`config.mk`:
```
export PLATFORM = sky130hd
export DESIGN_NAME = bccs_ctrl
export DESIGN_NICKNAME = d
export VERILOG_FILES = /design/src/rtl/bccs_pkg.sv /design/src/rtl/bccs_ctrl.sv
export SDC_FILE = /design/constraint.sdc
export NUM_CORES = 1
export LEC_CHECK = 0
export BUFFER_PORTS_ARGS = -buffer_cell sky130_fd_sc_hd__buf_2
export CAP_MARGIN = 20
export CORE_UTILIZATION = 25
export CTS_BUF_LIST = sky130_fd_sc_hd__clkbuf_8
export CTS_CLUSTER_DIAMETER = 120
export DETAILED_ROUTE_END_ITERATION = 16
export GPL_TIMING_DRIVEN = 0
export SYNTH_ARGS = -nofsm -noshare
export SYNTH_HDL_FRONTEND = slang
export SYNTH_SLANG_ARGS = --single-unit
```
`constraint.sdc`:
```
create_clock -name clk -period 1.8 [get_ports clk]
set_input_delay 0 -clock clk [delete_from_list [all_inputs] [get_ports clk]]
set_output_delay 0 -clock clk [all_outputs]
set_load 0.01 [all_outputs]
```
`src/rtl/bccs_pkg.sv`:
```
// Shared types, codes and constants of the byte-coded processor step unit.
`default_nettype none

package bccs_pkg;

  // Default memory sizes in bytes.
  localparam int unsigned MEM_BYTES_DEF     = 65536;
  localparam int unsigned PERSIST_BYTES_DEF = 4096;

  // Configuration port.
  localparam int CFG_IW = 2;
  localparam int CFG_DW = 32;
  localparam logic [CFG_IW-1:0] CFG_PERSIST_EN = 2'd0;
  localparam logic [CFG_IW-1:0] CFG_HALT_EN    = 2'd1;
  localparam logic [CFG_IW-1:0] CFG_HALT_ADDR  = 2'd2;

  // Item commands.
  localparam logic [1:0] CMD_WMAIN = 2'd0;
  localparam logic [1:0] CMD_WPERS = 2'd1;
  localparam logic [1:0] CMD_EXEC  = 2'd2;

  // Error codes.
  localparam logic [2:0] ERR_NONE    = 3'd0;
  localparam logic [2:0] ERR_NO_CMP  = 3'd1;
  localparam logic [2:0] ERR_BAD_BR  = 3'd2;
  localparam logic [2:0] ERR_NO_PERS = 3'd3;
  localparam logic [2:0] ERR_BAD_OP  = 3'd4;

  // Opcodes and opcode ranges.
  localparam logic [7:0] OP_NOP    = 8'h00;
  localparam logic [7:0] OP_IN     = 8'h01;
  localparam logic [7:0] OP_OUT    = 8'h02;
  localparam logic [7:0] OP_KEY    = 8'h03;
  localparam logic [7:0] OP_SCR    = 8'h04;
  localparam logic [7:0] OP_TLO    = 8'h05;
  localparam logic [7:0] OP_THI    = 8'h06;
  localparam logic [7:0] OP_PC     = 8'h07;
  localparam logic [7:0] OP_OUTI   = 8'h12;
  localparam logic [7:0] OP_SCRI   = 8'h14;
  localparam logic [7:0] OP_ALU_LO = 8'h20;
  localparam logic [7:0] OP_ALU_HI = 8'h3a;
  localparam logic [7:0] OP_BR_LO  = 8'h40;
  localparam logic [7:0] OP_BR_HI  = 8'h5f;
  localparam logic [7:0] OP_MEM_LO = 8'h60;
  localparam logic [7:0] OP_MEM_HI = 8'h77;

  // Branch conditions after the immediate bit is masked off.
  localparam logic [7:0] BR_MASK   = 8'hef;
  localparam logic [7:0] BR_ALWAYS = 8'h48;
  localparam logic [7:0] BR_EQ     = 8'h41;
  localparam logic [7:0] BR_NE     = 8'h49;
  localparam logic [7:0] BR_LTU    = 8'h42;
  localparam logic [7:0] BR_GEU    = 8'h4a;
  localparam logic [7:0] BR_LEU    = 8'h43;
  localparam logic [7:0] BR_GTU    = 8'h4b;
  localparam logic [7:0] BR_LT     = 8'h44;
  localparam logic [7:0] BR_GE     = 8'h4c;
  localparam logic [7:0] BR_LE     = 8'h45;
  localparam logic [7:0] BR_GT     = 8'h4d;

  // ALU function codes.
  localparam logic [3:0] ALU_NAND = 4'd0;
  localparam logic [3:0] ALU_OR   = 4'd1;
  localparam logic [3:0] ALU_AND  = 4'd2;
  localparam logic [3:0] ALU_NOR  = 4'd3;
  localparam logic [3:0] ALU_ADD  = 4'd4;
  localparam logic [3:0] ALU_SUB  = 4'd5;
  localparam logic [3:0] ALU_XOR  = 4'd6;
  localparam logic [3:0] ALU_SHL  = 4'd7;
  localparam logic [3:0] ALU_SHR  = 4'd8;
  localparam logic [3:0] ALU_SRA  = 4'd9;
  localparam logic [3:0] ALU_CMP  = 4'd10;

  // Memory access codes in the low opcode bits.
  localparam logic [2:0] MC_PLOAD  = 3'd3;
  localparam logic [2:0] MC_PSTORE = 3'd7;

  localparam logic [31:0] SIGN_FLIP = 32'h8000_0000;

  typedef enum logic [1:0] {RS_LOAD, RS_PC, RS_OPND} red_src_t;
  typedef enum logic [1:0] {MK_NONE, MK_LOAD, MK_STORE} mem_kind_t;

  // Input word.
  typedef struct packed {
    logic [1:0]  cmd;
    logic [15:0] load_address;
    logic [7:0]  load_byte;
    logic        input_available;
    logic [31:0] input_word;
    logic        key_available;
    logic [31:0] key_word;
    logic [63:0] time_now;
  } in_t;

  // Result word.
  typedef struct packed {
    logic        stopped;
    logic [2:0]  error_code;
    logic        out_valid;
    logic [31:0] out_value;
    logic        screen_valid;
    logic [31:0] screen_setting;
    logic [31:0] screen_value;
    logic        input_taken;
    logic        key_taken;
    logic [31:0] pc_now;
    logic [31:0] reg_one;
  } out_t;

  // Commands from the controller to the datapath.
  typedef struct packed {
    logic     capture;
    logic     red_start;
    red_src_t red_src;
    logic     red_persist;
    logic     ptr_load;
    logic     mem_rd;
    logic     rd_ibuf;
    logic     mem_wr;
    logic     wr_load;
    logic     rf_read;
    logic     exec;
    logic     commit;
    logic     set_halt;
    logic     set_err3;
    logic     res_load;
  } dp_cmd_t;

  // Status from the datapath to the controller.
  typedef struct packed {
    logic      red_done;
    logic      halt_hit;
    logic      persist_en;
    logic [1:0] cmd;
    logic      err_any;
    mem_kind_t mkind;
    logic      mem_persist;
    logic [1:0] mlen_m1;
    logic      out_free;
  } dp_sts_t;

endpackage

`default_nettype wire

```
`src/rtl/bccs_ctrl.sv`:
```
// Sequencing state machine of the byte-coded processor step unit.
`default_nettype none

module bccs_ctrl (
  input  logic              clk,
  input  logic              rst,
  input  logic              in_valid,
  output logic              in_ready,
  input  bccs_pkg::dp_sts_t sts,
  output bccs_pkg::dp_cmd_t cmd
);

  typedef enum logic [3:0] {
    S_IDLE, S_DISPATCH, S_WAIT_RED, S_WBYTE, S_FETCH, S_FWAIT,
    S_RFRD, S_EXEC, S_DATA, S_DWAIT, S_COMMIT, S_RESULT
  } state_t;

  typedef enum logic [1:0] {PH_WRITE, PH_FETCH, PH_DATA} phase_t;

  state_t     state, state_next;
  phase_t     phase, phase_next;
  logic [1:0] cnt, cnt_next;

  // Next state and datapath commands.
  always_comb begin
    state_next = state;
    phase_next = phase;
    cnt_next   = cnt;
    cmd        = '0;
    in_ready   = 1'b0;
    case (state)
      S_IDLE: begin
        in_ready = 1'b1;
        if (in_valid) begin
          cmd.capture = 1'b1;
          state_next  = S_DISPATCH;
        end
      end
      S_DISPATCH: begin
        case (sts.cmd)
          bccs_pkg::CMD_WMAIN: begin
            cmd.red_start = 1'b1;
            cmd.red_src   = bccs_pkg::RS_LOAD;
            phase_next    = PH_WRITE;
            state_next    = S_WAIT_RED;
          end
          bccs_pkg::CMD_WPERS: begin
            if (sts.persist_en) begin
              cmd.red_start   = 1'b1;
              cmd.red_src     = bccs_pkg::RS_LOAD;
              cmd.red_persist = 1'b1;
              phase_next      = PH_WRITE;
              state_next      = S_WAIT_RED;
            end else begin
              cmd.set_err3 = 1'b1;
              state_next   = S_RESULT;
            end
          end
          bccs_pkg::CMD_EXEC: begin
            if (sts.halt_hit) begin
              cmd.set_halt = 1'b1;
              state_next   = S_RESULT;
            end else begin
              cmd.red_start = 1'b1;
              cmd.red_src   = bccs_pkg::RS_PC;
              phase_next    = PH_FETCH;
              state_next    = S_WAIT_RED;
            end
          end
          default: state_next = S_RESULT;
        endcase
      end
      S_WAIT_RED: begin
        if (sts.red_done) begin
          cmd.ptr_load = 1'b1;
          cnt_next     = 2'd0;
          case (phase)
            PH_WRITE: state_next = S_WBYTE;
            PH_FETCH: state_next = S_FETCH;
            default:  state_next = S_DATA;
          endcase
        end
      end
      S_WBYTE: begin
        cmd.mem_wr  = 1'b1;
        cmd.wr_load = 1'b1;
        state_next  = S_RESULT;
      end
      S_FETCH: begin
        cmd.mem_rd  = 1'b1;
        cmd.rd_ibuf = 1'b1;
        cnt_next    = cnt + 2'd1;
        if (cnt == 2'd3) begin
          state_next = S_FWAIT;
        end
      end
      S_FWAIT: state_next = S_RFRD;
      S_RFRD: begin
        cmd.rf_read = 1'b1;
        state_next  = S_EXEC;
      end
      S_EXEC: begin
        cmd.exec = 1'b1;
        if (sts.err_any) begin
          state_next = S_RESULT;
        end else if (sts.mkind != bccs_pkg::MK_NONE) begin
          cmd.red_start   = 1'b1;
          cmd.red_src     = bccs_pkg::RS_OPND;
          cmd.red_persist = sts.mem_persist;
          phase_next      = PH_DATA;
          state_next      = S_WAIT_RED;
        end else begin
          state_next = S_COMMIT;
        end
      end
      S_DATA: begin
        if (sts.mkind == bccs_pkg::MK_LOAD) begin
          cmd.mem_rd = 1'b1;
        end else begin
          cmd.mem_wr = 1'b1;
        end
        cnt_next = cnt + 2'd1;
        if (cnt == sts.mlen_m1) begin
          state_next = (sts.mkind == bccs_pkg::MK_LOAD) ? S_DWAIT : S_COMMIT;
        end
      end
      S_DWAIT: state_next = S_COMMIT;
      S_COMMIT: begin
        cmd.commit = 1'b1;
        state_next = S_RESULT;
      end
      S_RESULT: begin
        if (sts.out_free) begin
          cmd.res_load = 1'b1;
          state_next   = S_IDLE;
        end
      end
      default: state_next = S_IDLE;
    endcase
  end

  // State registers.
  always_ff @(posedge clk) begin
    if (rst) begin
      state <= S_IDLE;
      phase <= PH_WRITE;
      cnt   <= 2'd0;
    end else begin
      state <= state_next;
      phase <= phase_next;
      cnt   <= cnt_next;
    end
  end

endmodule

`default_nettype wire

```
Yosys cells after proc, flatten, opt, wreduce, memory -nomap -nowiden
Cells that the tools add are included.
W data, S select, Z words.
{"block": "classes", "addsub": 1, "n_mul": 0, "n_div": 0, "magnitude_cmp": 0, "eq_ne": 27, "n_shift": 0, "muxes": 49, "bitwise": 0, "reduce_logical": 11}
{"op": "$mux W4", "n": 12}
{"op": "$pmux W4 S11", "n": 1}
{"op": "$mux W1", "n": 19}
{"op": "$eq A4 B3 Y1 const B", "n": 4}
{"op": "$eq A4 B4 Y1 const B", "n": 4}
{"op": "$pmux W4 S2", "n": 2}
{"op": "$mux W2", "n": 7}
{"op": "$ne A2 B2 Y1 const B", "n": 7}
{"op": "$pmux W4 S3", "n": 1}
{"op": "$pmux W3 S3", "n": 1}
{"op": "$eq A4 B2 Y1 const B", "n": 2}
{"op": "$pmux W2 S2", "n": 2}
{"op": "$eq A2 B1 Y1 const B", "n": 3}
{"op": "$ne A3 B3 Y1 const B", "n": 2}
{"op": "$pmux W2 S3", "n": 1}
{"op": "$reduce_and A6 Y1", "n": 1}
{"op": "$reduce_bool A2 Y1", "n": 3}
{"op": "$reduce_and A5 Y1", "n": 1}
{"op": "$eq A2 B2 Y1 const B", "n": 2}
{"op": "$eq A4 B1 Y1 const B", "n": 1}
{"op": "$logic_not A2 Y1", "n": 2}
{"op": "$logic_not A4 Y1", "n": 1}
{"op": "$ne A4 B1 Y1 const B", "n": 1}
{"op": "$pmux W1 S2", "n": 2}
{"op": "5 further kinds", "n": 6}
{"block": "word_totals", "reg_bits": 8, "latchBits": 0, "ram_bits": 0, "rom_bits": 0, "inputBits": 15, "output_inout_bits": 17, "wordCells": 91, "mem_count": 0}

Logic depth before layout (Yosys ltp)
Gate-level depths: netlist of the first run.
{"block": "depth", "ltp_word": 4, "ltp_mapped": 6, "ltp_nobuf": 5}

Least setup slack after synthesis of the first run
No wires, ideal clock.
{"block": "synth_path", "kind": "register to register", "start": "register state[0]", "end": "register phase[0]", "setup_time_ns": 0.065, "arrival_ns": 1.375, "required_ns": 1.735, "setup_slack_ns": 0.360, "stages_incl_launch_ff": 6, "path_buffers": 1, "period_less_slack_ns": 1.440, "path_cell_list": "dfxtp_1 buf_4 or4b_4 nor4b_4 a31oi_1 nor2_1"}
{"block": "synth_via", "elab_chain_cells": 3, "word_cells_on_any_way": 10, "classes_between": "eq/ne (7); mux (1); reduce/logical (2)"}
{"element": "start: declaration", "line": "bccs_ctrl.sv:20", "source": "state_t state, state_next;"}
{"element": "start signal: assignment", "line": "bccs_ctrl.sv:149", "source": "state <= state_next;"}
{"element": "$eq A4 B1 Y1 or $eq A4 B3 Y1 (tied branches)", "line": "bccs_ctrl.sv:31", "source": "case (state)"}
{"element": "$ne A4 B1 Y1 (no line) (tied with other cells)"}
{"element": "$reduce_and A6 Y1 (no line)"}
{"element": "end signal: assignment", "line": "bccs_ctrl.sv:150", "source": "phase <= phase_next;"}
{"element": "end: declaration", "line": "bccs_ctrl.sv:21", "source": "phase_t phase, phase_next;"}
Several ways; a longest one is shown, not always the timed one.
A chain may end at the register's enable or synchronous reset.

==> results of run 1 <==
[power groups by stage]
stage,logic (mW),registers [mW],clock network (mW)
2_1_floorplan,0.618,0.250,0
5_1_grt,0.951,0.268,0.227
3_3_place_gp,0.830,0.261,0
6_report,0.860,0.260,0.219
3_5_place_dp,0.827,0.261,0
4_1_cts,0.835,0.259,0.219
[final timing paths]
check	slack [ps]	cells past startpoint	end
worst max-delay path	80	5	cmd[1]
worst min register to register	560	2	cnt[1]$_SDFFE_PP0P_
worst max register to register	190	6	phase[0]$_SDFFE_PP0P_
worst min-delay path	170	2	cnt[1]$_SDFFE_PP0P_
[metal layers]
metal | vias to the layer above | GRT usage, % | wire, µm
li1 | 514 | - | -
met1 | 488 | 18.8 | 1220
met2 | 42 | 22.0 | 1190
met3 | 3 | 2.39 | 158
met4 | 0 | 3.49 | 19
met5 | - | 0 | 0
[placed cells by master, fill, tap and decap left out, types with 2 or more instances in the layout]
cell type,instances
a211oi_1,2
a21oi_1,3
a22oi_1,2
and2_1,2
and3b_1,3
and4b_1,2
buf_2,33
buf_4,3
clkbuf_8,3
dfxtp_1,8
inv_1,7
nand2_1,6
nand2b_1,2
nand3_1,2
nand4_1,3
nor2_1,7
nor2b_1,8
nor3_1,3
nor4_1,3
o2111ai_1,2
o211ai_1,2
o21ai_0,7
o21ai_1,2
or3b_1,2
xor2_1,2
[area by class of cell]
type | count | area (µm²) | area share [%]
plain buffers | 10 | 63.8 | 5.39
well taps | 46 | 57.6 | 4.86
inverters | 8 | 30.0 | 2.54
clock buffers | 3 | 41.3 | 3.49
repair buffers | 30 | 150 | 12.7
flip-flops and latches | 8 | 160 | 13.5
multi-input cells | 92 | 681 | 57.5
[timing repair]
action	4_1_cts	5_1_grt
resized for setup	1	6
setup endpoints to repair	1	3
cloned	0	0
[kinds of logic after synthesis]
logic type / count (synthesis) / synth area share [%]
buf+inv: 18 / 9.35
xor+xnor: 3 / 2.89
compound gates: 36 / 29.7
flops: 8 / 17.6
simple gates: 51 / 38.0
mux: 1 / 1.10
fa+ha+maj: 1 / 1.38
[sequential cells by signal (all words and copies together), names as in the netlist]
signal,flops
phase,2
cnt,2
state,4
[stage by stage]
| stage | power [mW] | instance area (µm²) | hold slack, ps |
|---|---|---|---|
| final | 1.34 | 1180 | 172 |
| after floorplan | 0.868 | 910 | 28.4 |
| after global routing | 1.45 | 1180 | 193 |
| after detailed placement | 1.09 | 1120 | 262 |
| after global placement | 1.09 | 1120 | 260 |
| after CTS | 1.31 | 1170 | 182 |
==> flow_metrics.py, run 1 <==
metrics = {
    "cells_and_area": {
        "final_layout_size_suffix_gt1_share_pct": 33.8,
        "fin_util_pct": 34.7,
        "layoutNonFillerInstCount": 197,
        "n_antenna_cell": 0,
        "fillCellCount": 391,
        "areaGrowthSynthToFinish_pct": 30.1,
        "fin_nets": 169,
    },
    "sta": {
        "setup_slack_ps": 78.7,
        "skew_ps": 1.44,
        "finalHoldViolations": 0,
        "fmax_mhz": 581,
        "post-route-min-period_ps": 1720,
        "min_period_over_period_pct": 95.6,
        "relSlewSlack_pct": 67.5,
        "drv_slew": 0,
        "finalSetupTns_ps": 0,
        "setup_viol": 0,
        "rsz0062_at_grt": "no",
        "tightest_slew_ps": 487,
    },
    "synthesis": {
        "synth_flop_cell": "dfxtp_1",
        "synth_nets": 134,
        "netlist_instances": 118,
        "synth-edff-count": 0,
        "syn_area_um2": 910,
        "synth_top_area_share_pct": 17.6,
        "ys_top_cells_by_count": "dfxtp_1 (8), nor2_1 (8), nor2b_1 (8)",
        "ys_ff_latch": 8,
        "syn-mean-instance-area_um2": 7.71,
        "synth_top_area_cell": "dfxtp_1",
        "ys_seq_area_share_pct": 17.6,
        "synth_area_leaders": "dfxtp_1 (18%), nor2b_1 (5.5%), o21ai_0 (3.9%)",
        "yosysWarnings": 0,
        "synth_cell_types": 53,
        "synthArstFlopShare_pct": 0,
    },
    "setup_path": {
        "cp_top_family": "simple AND/OR/NAND/NOR gates",
        "crit_start": "state[0]$_SDFFE_PP0P_",
        "critPathLaunchType": "register",
        "r2r-start": "state[2]$_SDFFE_PP0P_",
        "path_max_fanout": 10,
        "critPathRequiredTime_ps": 1800,
        "critPathMaxStageDelay_ps": 510,
        "crit_slowest_cell": "or4b_4",
        "crit_type": "register to output pin",
        "critical_path_buf_inv_count": 2,
        "arrival_ps": 1720,
        "worstSetupEndpointType": "output pin",
        "cp_cell_sequence": "buf_6, or4b_4, nor3b_4, nor2b_1, buf_2",
    },
    "run_status": {
        "outcome": "finished, final reports clean",
    },
    "cts": {
        "root_buffer": "clkbuf_8",
        "path_clk_slew_ps": 40,
        "clk_latency_ps": 230,
        "clk_path_buf_depth": 2,
        "cts_sinks": 8,
        "hold_buffers": 0,
        "numCtsBuffers": 3,
        "cts_setup_buffers": 0,
        "h-tree-depth": 1,
        "cts_tree": "built",
    },
    "grt": {
        "gr-usage-all-layers_pct": 13.7,
        "grt_pass1_vias": 935,
        "grt_overflow": 0,
        "grt_pass1_wl_um": 4370,
        "antenna_found_initial": 0,
        "grt_max_degree": 11,
    },
    "power": {
        "p_clk_share_pct": 16.4,
        "combPwrFrac_pct": 64.2,
        "power_switching_mw": 0.612,
        "switching_share_pct": 45.8,
        "power_density_nw_per_um2": 1130,
        "pwr-share-seq_pct": 19.4,
        "internal_power_mw": 0.726,
        "p_leak_nw": 0.550,
        "ir_drop_mv": 0.348,
    },
    "route": {
        "post-route-drc-count": 0,
        "via_per_inst": 5.31,
        "drt_iter0_markers": 35,
        "detail_route.first_pass.iterations": 4,
        "wl_per_cell_um": 13.1,
        "drt-total-wl_um": 2590,
        "vias": 1047,
        "detail-route-antenna-nets": 0,
    },
    "placement": {
        "io_buffers": 30,
        "post-place-ws_ps": 173,
        "gp_congestion": 0.883,
        "dp_hpwl_um": 2050,
        "placed_cells_incl_taps": 194,
    },
    "floorplanning": {
        "die_y_um": 62.3,
        "coreArea_um2": 3420,
        "dieArea_um2": 3880,
        "num_io_pins": 32,
        "initial_core_util_pct": 26.6,
        "die_w_um": 62.3,
        "num_rows": 21,
    },
    "hold_path": {
        "worstHoldStart": "rst",
        "hold_path.class": "input pin to register",
    },
    "job": {
        "drv_cap": 0,
    },
}
Power figures use the tool's default switching activity.
==> run 2, diff against run 1 <==
- CORE_ASPECT_RATIO: unset -> 1.75
- GPL_ROUTABILITY_DRIVEN: unset -> 0
==> flow_metrics.py, run 2 (same netlist as run 1, synthesis figures left out) <==
metrics = {
    "run_status": {
        "outcome": "finished, final reports clean",
    },
    "sta": {
        "setup_slack_ps": 113,
        "setup_viol": 0,
        "finalSetupTns_ps": 0,
        "finalHoldViolations": 0,
        "skew_ps": 2.66,
        "fmax_mhz": 593,
        "min_period_over_period_pct": 93.7,
        "worst_hold_slack_ps": 179,
        "tightest_slew_ps": 506,
        "post-route-min-period_ps": 1690,
        "drv_slew": 0,
        "rsz0062_at_grt": "no",
        "relSlewSlack_pct": 66.3,
    },
    "setup_path": {
        "r2r-start": "state[1]$_SDFFE_PP0P_",
        "cp_cell_sequence": "clkbuf_4, clkbuf_4, nor2_1, nand3_1, o41ai_1, buf_2",
        "critPathRequiredTime_ps": 1800,
        "rrSetupSlack_ps": 130,
        "worstRegToRegCells": 5,
        "worstSetupEndpointType": "output pin",
        "crit_top_cell": "clkbuf_4",
        "critPathLaunchType": "register",
        "crit_slowest_cell": "dfxtp_1",
        "critical_path_buf_inv_count": 3,
        "critPathMaxStageDelay_ps": 350,
        "cp_top_family": "buffers and inverters",
        "path_max_fanout": 10,
        "rr_endpoint": "state[2]$_SDFFE_PP0P_",
        "arrival_ps": 1690,
        "crit_type": "register to output pin",
    },
    "placement": {
        "dp_hpwl_um": 2190,
        "placed_area_um2": 1120,
        "post-place-ws_ps": 127,
        "io_buffers": 30,
        "placed_cells_incl_taps": 193,
    },
    "cells_and_area": {
        "final_layout_size_suffix_gt1_share_pct": 33.8,
        "areaGrowthSynthToFinish_pct": 28.9,
        "top_regs": "state x4, cnt x2, phase x2",
        "layoutNonFillerInstCount": 196,
        "fin_nets": 169,
        "fin_util_pct": 34.1,
        "design_area_um2": 1170,
        "largest_reg_flops": 4,
        "n_antenna_cell": 0,
        "final_common_cell": "buf_2",
        "final_cell_mix": "buf_2 (33), nor2b_1 (8), nor2_1 (8)",
        "largest-register": "state",
    },
    "cts": {
        "cts_sinks": 8,
        "path_clk_slew_ps": 40,
        "clk_path_buf_depth": 2,
        "root_buffer": "clkbuf_8",
        "numCtsBuffers": 3,
        "cts_tree": "built",
        "h-tree-depth": 1,
        "clk_latency_ps": 220,
    },
    "hold_path": {
        "hold_path_end": "phase[0]$_SDFFE_PP0P_",
        "min_path_cells": 4,
        "hold_path.class": "input pin to register",
        "worstHoldStart": "sts[10]",
    },
    "grt": {
        "use_met1_pct": 17.7,
        "busiest_layer": "met2",
        "antenna_found_initial": 0,
        "grt_overflow": 0,
        "grt_max_degree": 11,
        "grt_pass1_vias": 948,
        "grt_pass1_wl_um": 4440,
        "use_met2_pct": 29.0,
        "gr-usage-all-layers_pct": 15.7,
        "use_met3_pct": 2.64,
    },
    "power": {
        "p_leak_nw": 0.540,
        "power_density_nw_per_um2": 1160,
        "power_mw": 1.35,
        "ir_drop_mv": 0.477,
    },
    "route": {
        "drt_iter0_markers": 36,
        "detail-route-antenna-nets": 0,
        "detail_route.first_pass.iterations": 4,
        "via_per_inst": 5.42,
        "post-route-drc-count": 0,
        "vias": 1063,
        "wl_per_cell_um": 14.2,
        "drt-total-wl_um": 2780,
    },
    "floorplanning": {
        "die_y_um": 81.8,
        "die_w_um": 47.6,
        "dieArea_um2": 3890,
        "num_rows": 28,
        "initial_core_util_pct": 26.5,
        "coreArea_um2": 3430,
        "num_io_pins": 32,
    },
    "job": {
        "drv_cap": 0,
    },
}
[run 2: power by group]
group / internal, mW / total, mW / switching, mW
registers: 0.218 / 0.271 / 0.0534
clock network: 0.144 / 0.208 / 0.0635
logic: 0.365 / 0.875 / 0.511
total: 0.727 / 1.35 / 0.628
[run 2: area by class of cell]
cell class,count,area [µm²]
fill,420,2260
sequential,8,161
multi-input combinational,92,669
tap,45,56.3
clock buffer,3,41.3
buffer,10,63.8
timing repair buffer,30,150
inverter,8,30.0
[run 2: what timing repair did]
item                       CTS  global route
hold buffers                 0             0
setup buffers                0             0
setup endpoints to repair    0             4
resized for setup            0             5
[run 2: routing by layer]
| layer | vias to the layer above | part of all wire [%] |
|---|---|---|
| met5 | - | 0 |
| met4 | 0 | 2.1 |
| met2 | 42 | 55 |
| met3 | 8 | 4.4 |
| met1 | 498 | 39 |
| li1 | 515 | - |
[run 2: how the worst max path moves through the flow]
stage,start,endpoint,slack (ps),cells past startpoint
after floorplan,state[0]$_SDFFE_PP0P_,phase[0]$_SDFFE_PP0P_,360,5
after global placement,state[3]$_SDFFE_PP0P_,state[0]$_SDFFE_PP0P_,130,5
after detailed placement,state[1]$_SDFFE_PP0P_,state[0]$_SDFFE_PP0P_,130,6
after CTS,state[0]$_SDFFE_PP0P_,cmd[1],70,5
after global routing,state[1]$_SDFFE_PP0P_,state[2]$_SDFFE_PP0P_,5,5
final,state[3]$_SDFFE_PP0P_,cmd[9],110,6
[run 2: worst register-to-register path, delay by kind of cell (launching register included)]
| kind | cells | cell delay (ps) |
|---|---|---|
| simple gates | 1 | 110 |
| buf+inv | 2 | 470 |
| compound gates | 2 | 490 |
| flops | 1 | 470 |
==> run 3, diff against run 2 <==
==> constraint.sdc (replaced) <==
create_clock -name clk -period 1.8 [get_ports clk]
set_input_delay 0 -clock clk [delete_from_list [all_inputs] [get_ports clk]]
set_output_delay 0 -clock clk [all_outputs]
set_load 0.05 [all_outputs]
==> flow_metrics.py, run 3 (same netlist as run 1, synthesis figures left out) <==
metrics = {
    "route": {
        "via_per_inst": 5.39,
        "detail-route-antenna-nets": 0,
        "drt_iter0_markers": 40,
        "post-route-drc-count": 0,
        "vias": 1078,
        "detail_route.first_pass.iterations": 4,
        "drt-total-wl_um": 2880,
        "wl_per_cell_um": 14.4,
    },
    "cells_and_area": {
        "n_antenna_cell": 0,
        "areaGrowthSynthToFinish_pct": 40.6,
        "top_regs": "state x4, cnt x2, phase x2",
        "largest-register": "state",
        "fillCellCount": 399,
        "layoutNonFillerInstCount": 200,
        "final_common_cell": "buf_2",
        "fin_nets": 173,
        "final_layout_size_suffix_gt1_share_pct": 38.1,
        "largest_reg_flops": 4,
        "final_cell_mix": "buf_2 (26), buf_4 (11), nor2_1 (8)",
    },
    "power": {
        "p_leak_nw": 0.584,
        "power_density_nw_per_um2": 1330,
        "ir_drop_mv": 0.763,
    },
    "floorplanning": {
        "initial_core_util_pct": 26.5,
        "die_w_um": 47.6,
        "die_y_um": 81.8,
        "dieArea_um2": 3890,
        "num_io_pins": 32,
        "coreArea_um2": 3430,
        "num_rows": 28,
    },
    "setup_path": {
        "arrival_ps": 1770,
        "crit_top_cell": "buf_6",
        "crit_slowest_cell": "or4b_4",
        "critical_path_buf_inv_count": 2,
        "critPathMaxStageDelay_ps": 510,
        "crit_start": "state[0]$_SDFFE_PP0P_",
        "worstSetupEndpointType": "output pin",
        "cp_cell_sequence": "buf_6, or4b_4, nor3b_4, nor2b_4, buf_6",
        "path_max_fanout": 7,
        "cp_top_family": "simple AND/OR/NAND/NOR gates",
        "crit_type": "register to output pin",
        "critPathRequiredTime_ps": 1800,
        "critPathLaunchType": "register",
        "r2r-start": "state[0]$_SDFFE_PP0P_",
    },
    "cts": {
        "clk_latency_ps": 230,
        "numCtsBuffers": 3,
        "cts_sinks": 8,
        "h-tree-depth": 1,
        "path_clk_slew_ps": 40,
        "cts_tree": "built",
        "clk_path_buf_depth": 2,
        "root_buffer": "clkbuf_8",
    },
    "sta": {
        "fmax_mhz": 563,
        "drv_slew": 0,
        "finalSetupTns_ps": 0,
        "finalHoldViolations": 0,
        "tightest_slew_ps": 489,
        "rsz0062_at_grt": "yes",
        "setup_viol": 0,
        "skew_ps": 3.58,
        "min_period_over_period_pct": 98.6,
        "setup_slack_ps": 25.3,
        "relSlewSlack_pct": 67.4,
        "post-route-min-period_ps": 1770,
    },
    "hold_path": {
        "hold_path.class": "input pin to register",
        "worstHoldStart": "rst",
    },
    "grt": {
        "grt_overflow": 0,
        "grt_max_degree": 11,
        "grt_pass1_wl_um": 4570,
        "gr-usage-all-layers_pct": 15.8,
        "antenna_found_initial": 0,
        "grt_pass1_vias": 1072,
    },
    "placement": {
        "placed_cells_incl_taps": 193,
        "dp_hpwl_um": 2210,
        "io_buffers": 30,
        "post-place-ws_ps": 151,
    },
    "job": {
        "drv_cap": 0,
    },
    "run_status": {
        "outcome": "finished, final reports clean",
    },
}
==> run 3: cell count changes in the layout (fill, tap and decap cells not counted), sizes merged <==
cell | previous run | this run
buf | 37 | 41
==> run 3: final timing paths <==
check | to | slack (ps) | depth (start not counted)
worst max-delay path | cmd[1] | 30 | 5
worst min register to register | phase[0]$_SDFFE_PP0P_ | 560 | 2
worst max register to register | state[3]$_SDFFE_PP0P_ | 110 | 7
worst min-delay path | cnt[0]$_SDFFE_PP0P_ | 170 | 2
==> run 3: power breakdown <==
group / switching (mW) / internal [mW]
clock: 0.0760 / 0.145
combinational: 0.751 / 0.454
sequential: 0.0550 / 0.220
total: 0.882 / 0.819
==> run 3: per-stage QoR <==
stage	hold slack (ps)	cell area, µm²	utilization (%)	power [mW]
after floorplan	69.1	943	-	1.11
after global placement	335	1150	33.5	1.34
after detailed placement	344	1150	33.5	1.36
after CTS	162	1210	35.4	1.61
after global routing	201	1280	37.2	1.80
final	171	1280	37.2	1.70
==> run 3: per-layer routing <==
layer  GRT usage [%]  wire length (µm)  vias to the layer above
li1                -                 -                      520
met4            10.3               133                        0
met1            16.8              1130                      497
met2            27.4              1490                       51
met3            1.98               128                       10
met5               0                 0                        -
==> run 3: area by class of cell <==
class	count	area, µm²	share of cell area (%)
clock buffers	3	41.3	3.23
multi-input cells	92	718	56.2
inverters	8	30.0	2.35
repair buffers	34	203	15.9
flip-flops and latches	8	163	12.7
well taps	45	56.3	4.40
plain buffers	10	67.6	5.28
==> run 3: repair_timing <==
action | in CTS | in global routing
pin swaps | 1 | 3
hold buffers | 0 | 0
resized for setup | 9 | 11
setup buffers | 0 | 4
setup endpoints to repair | 5 | 8
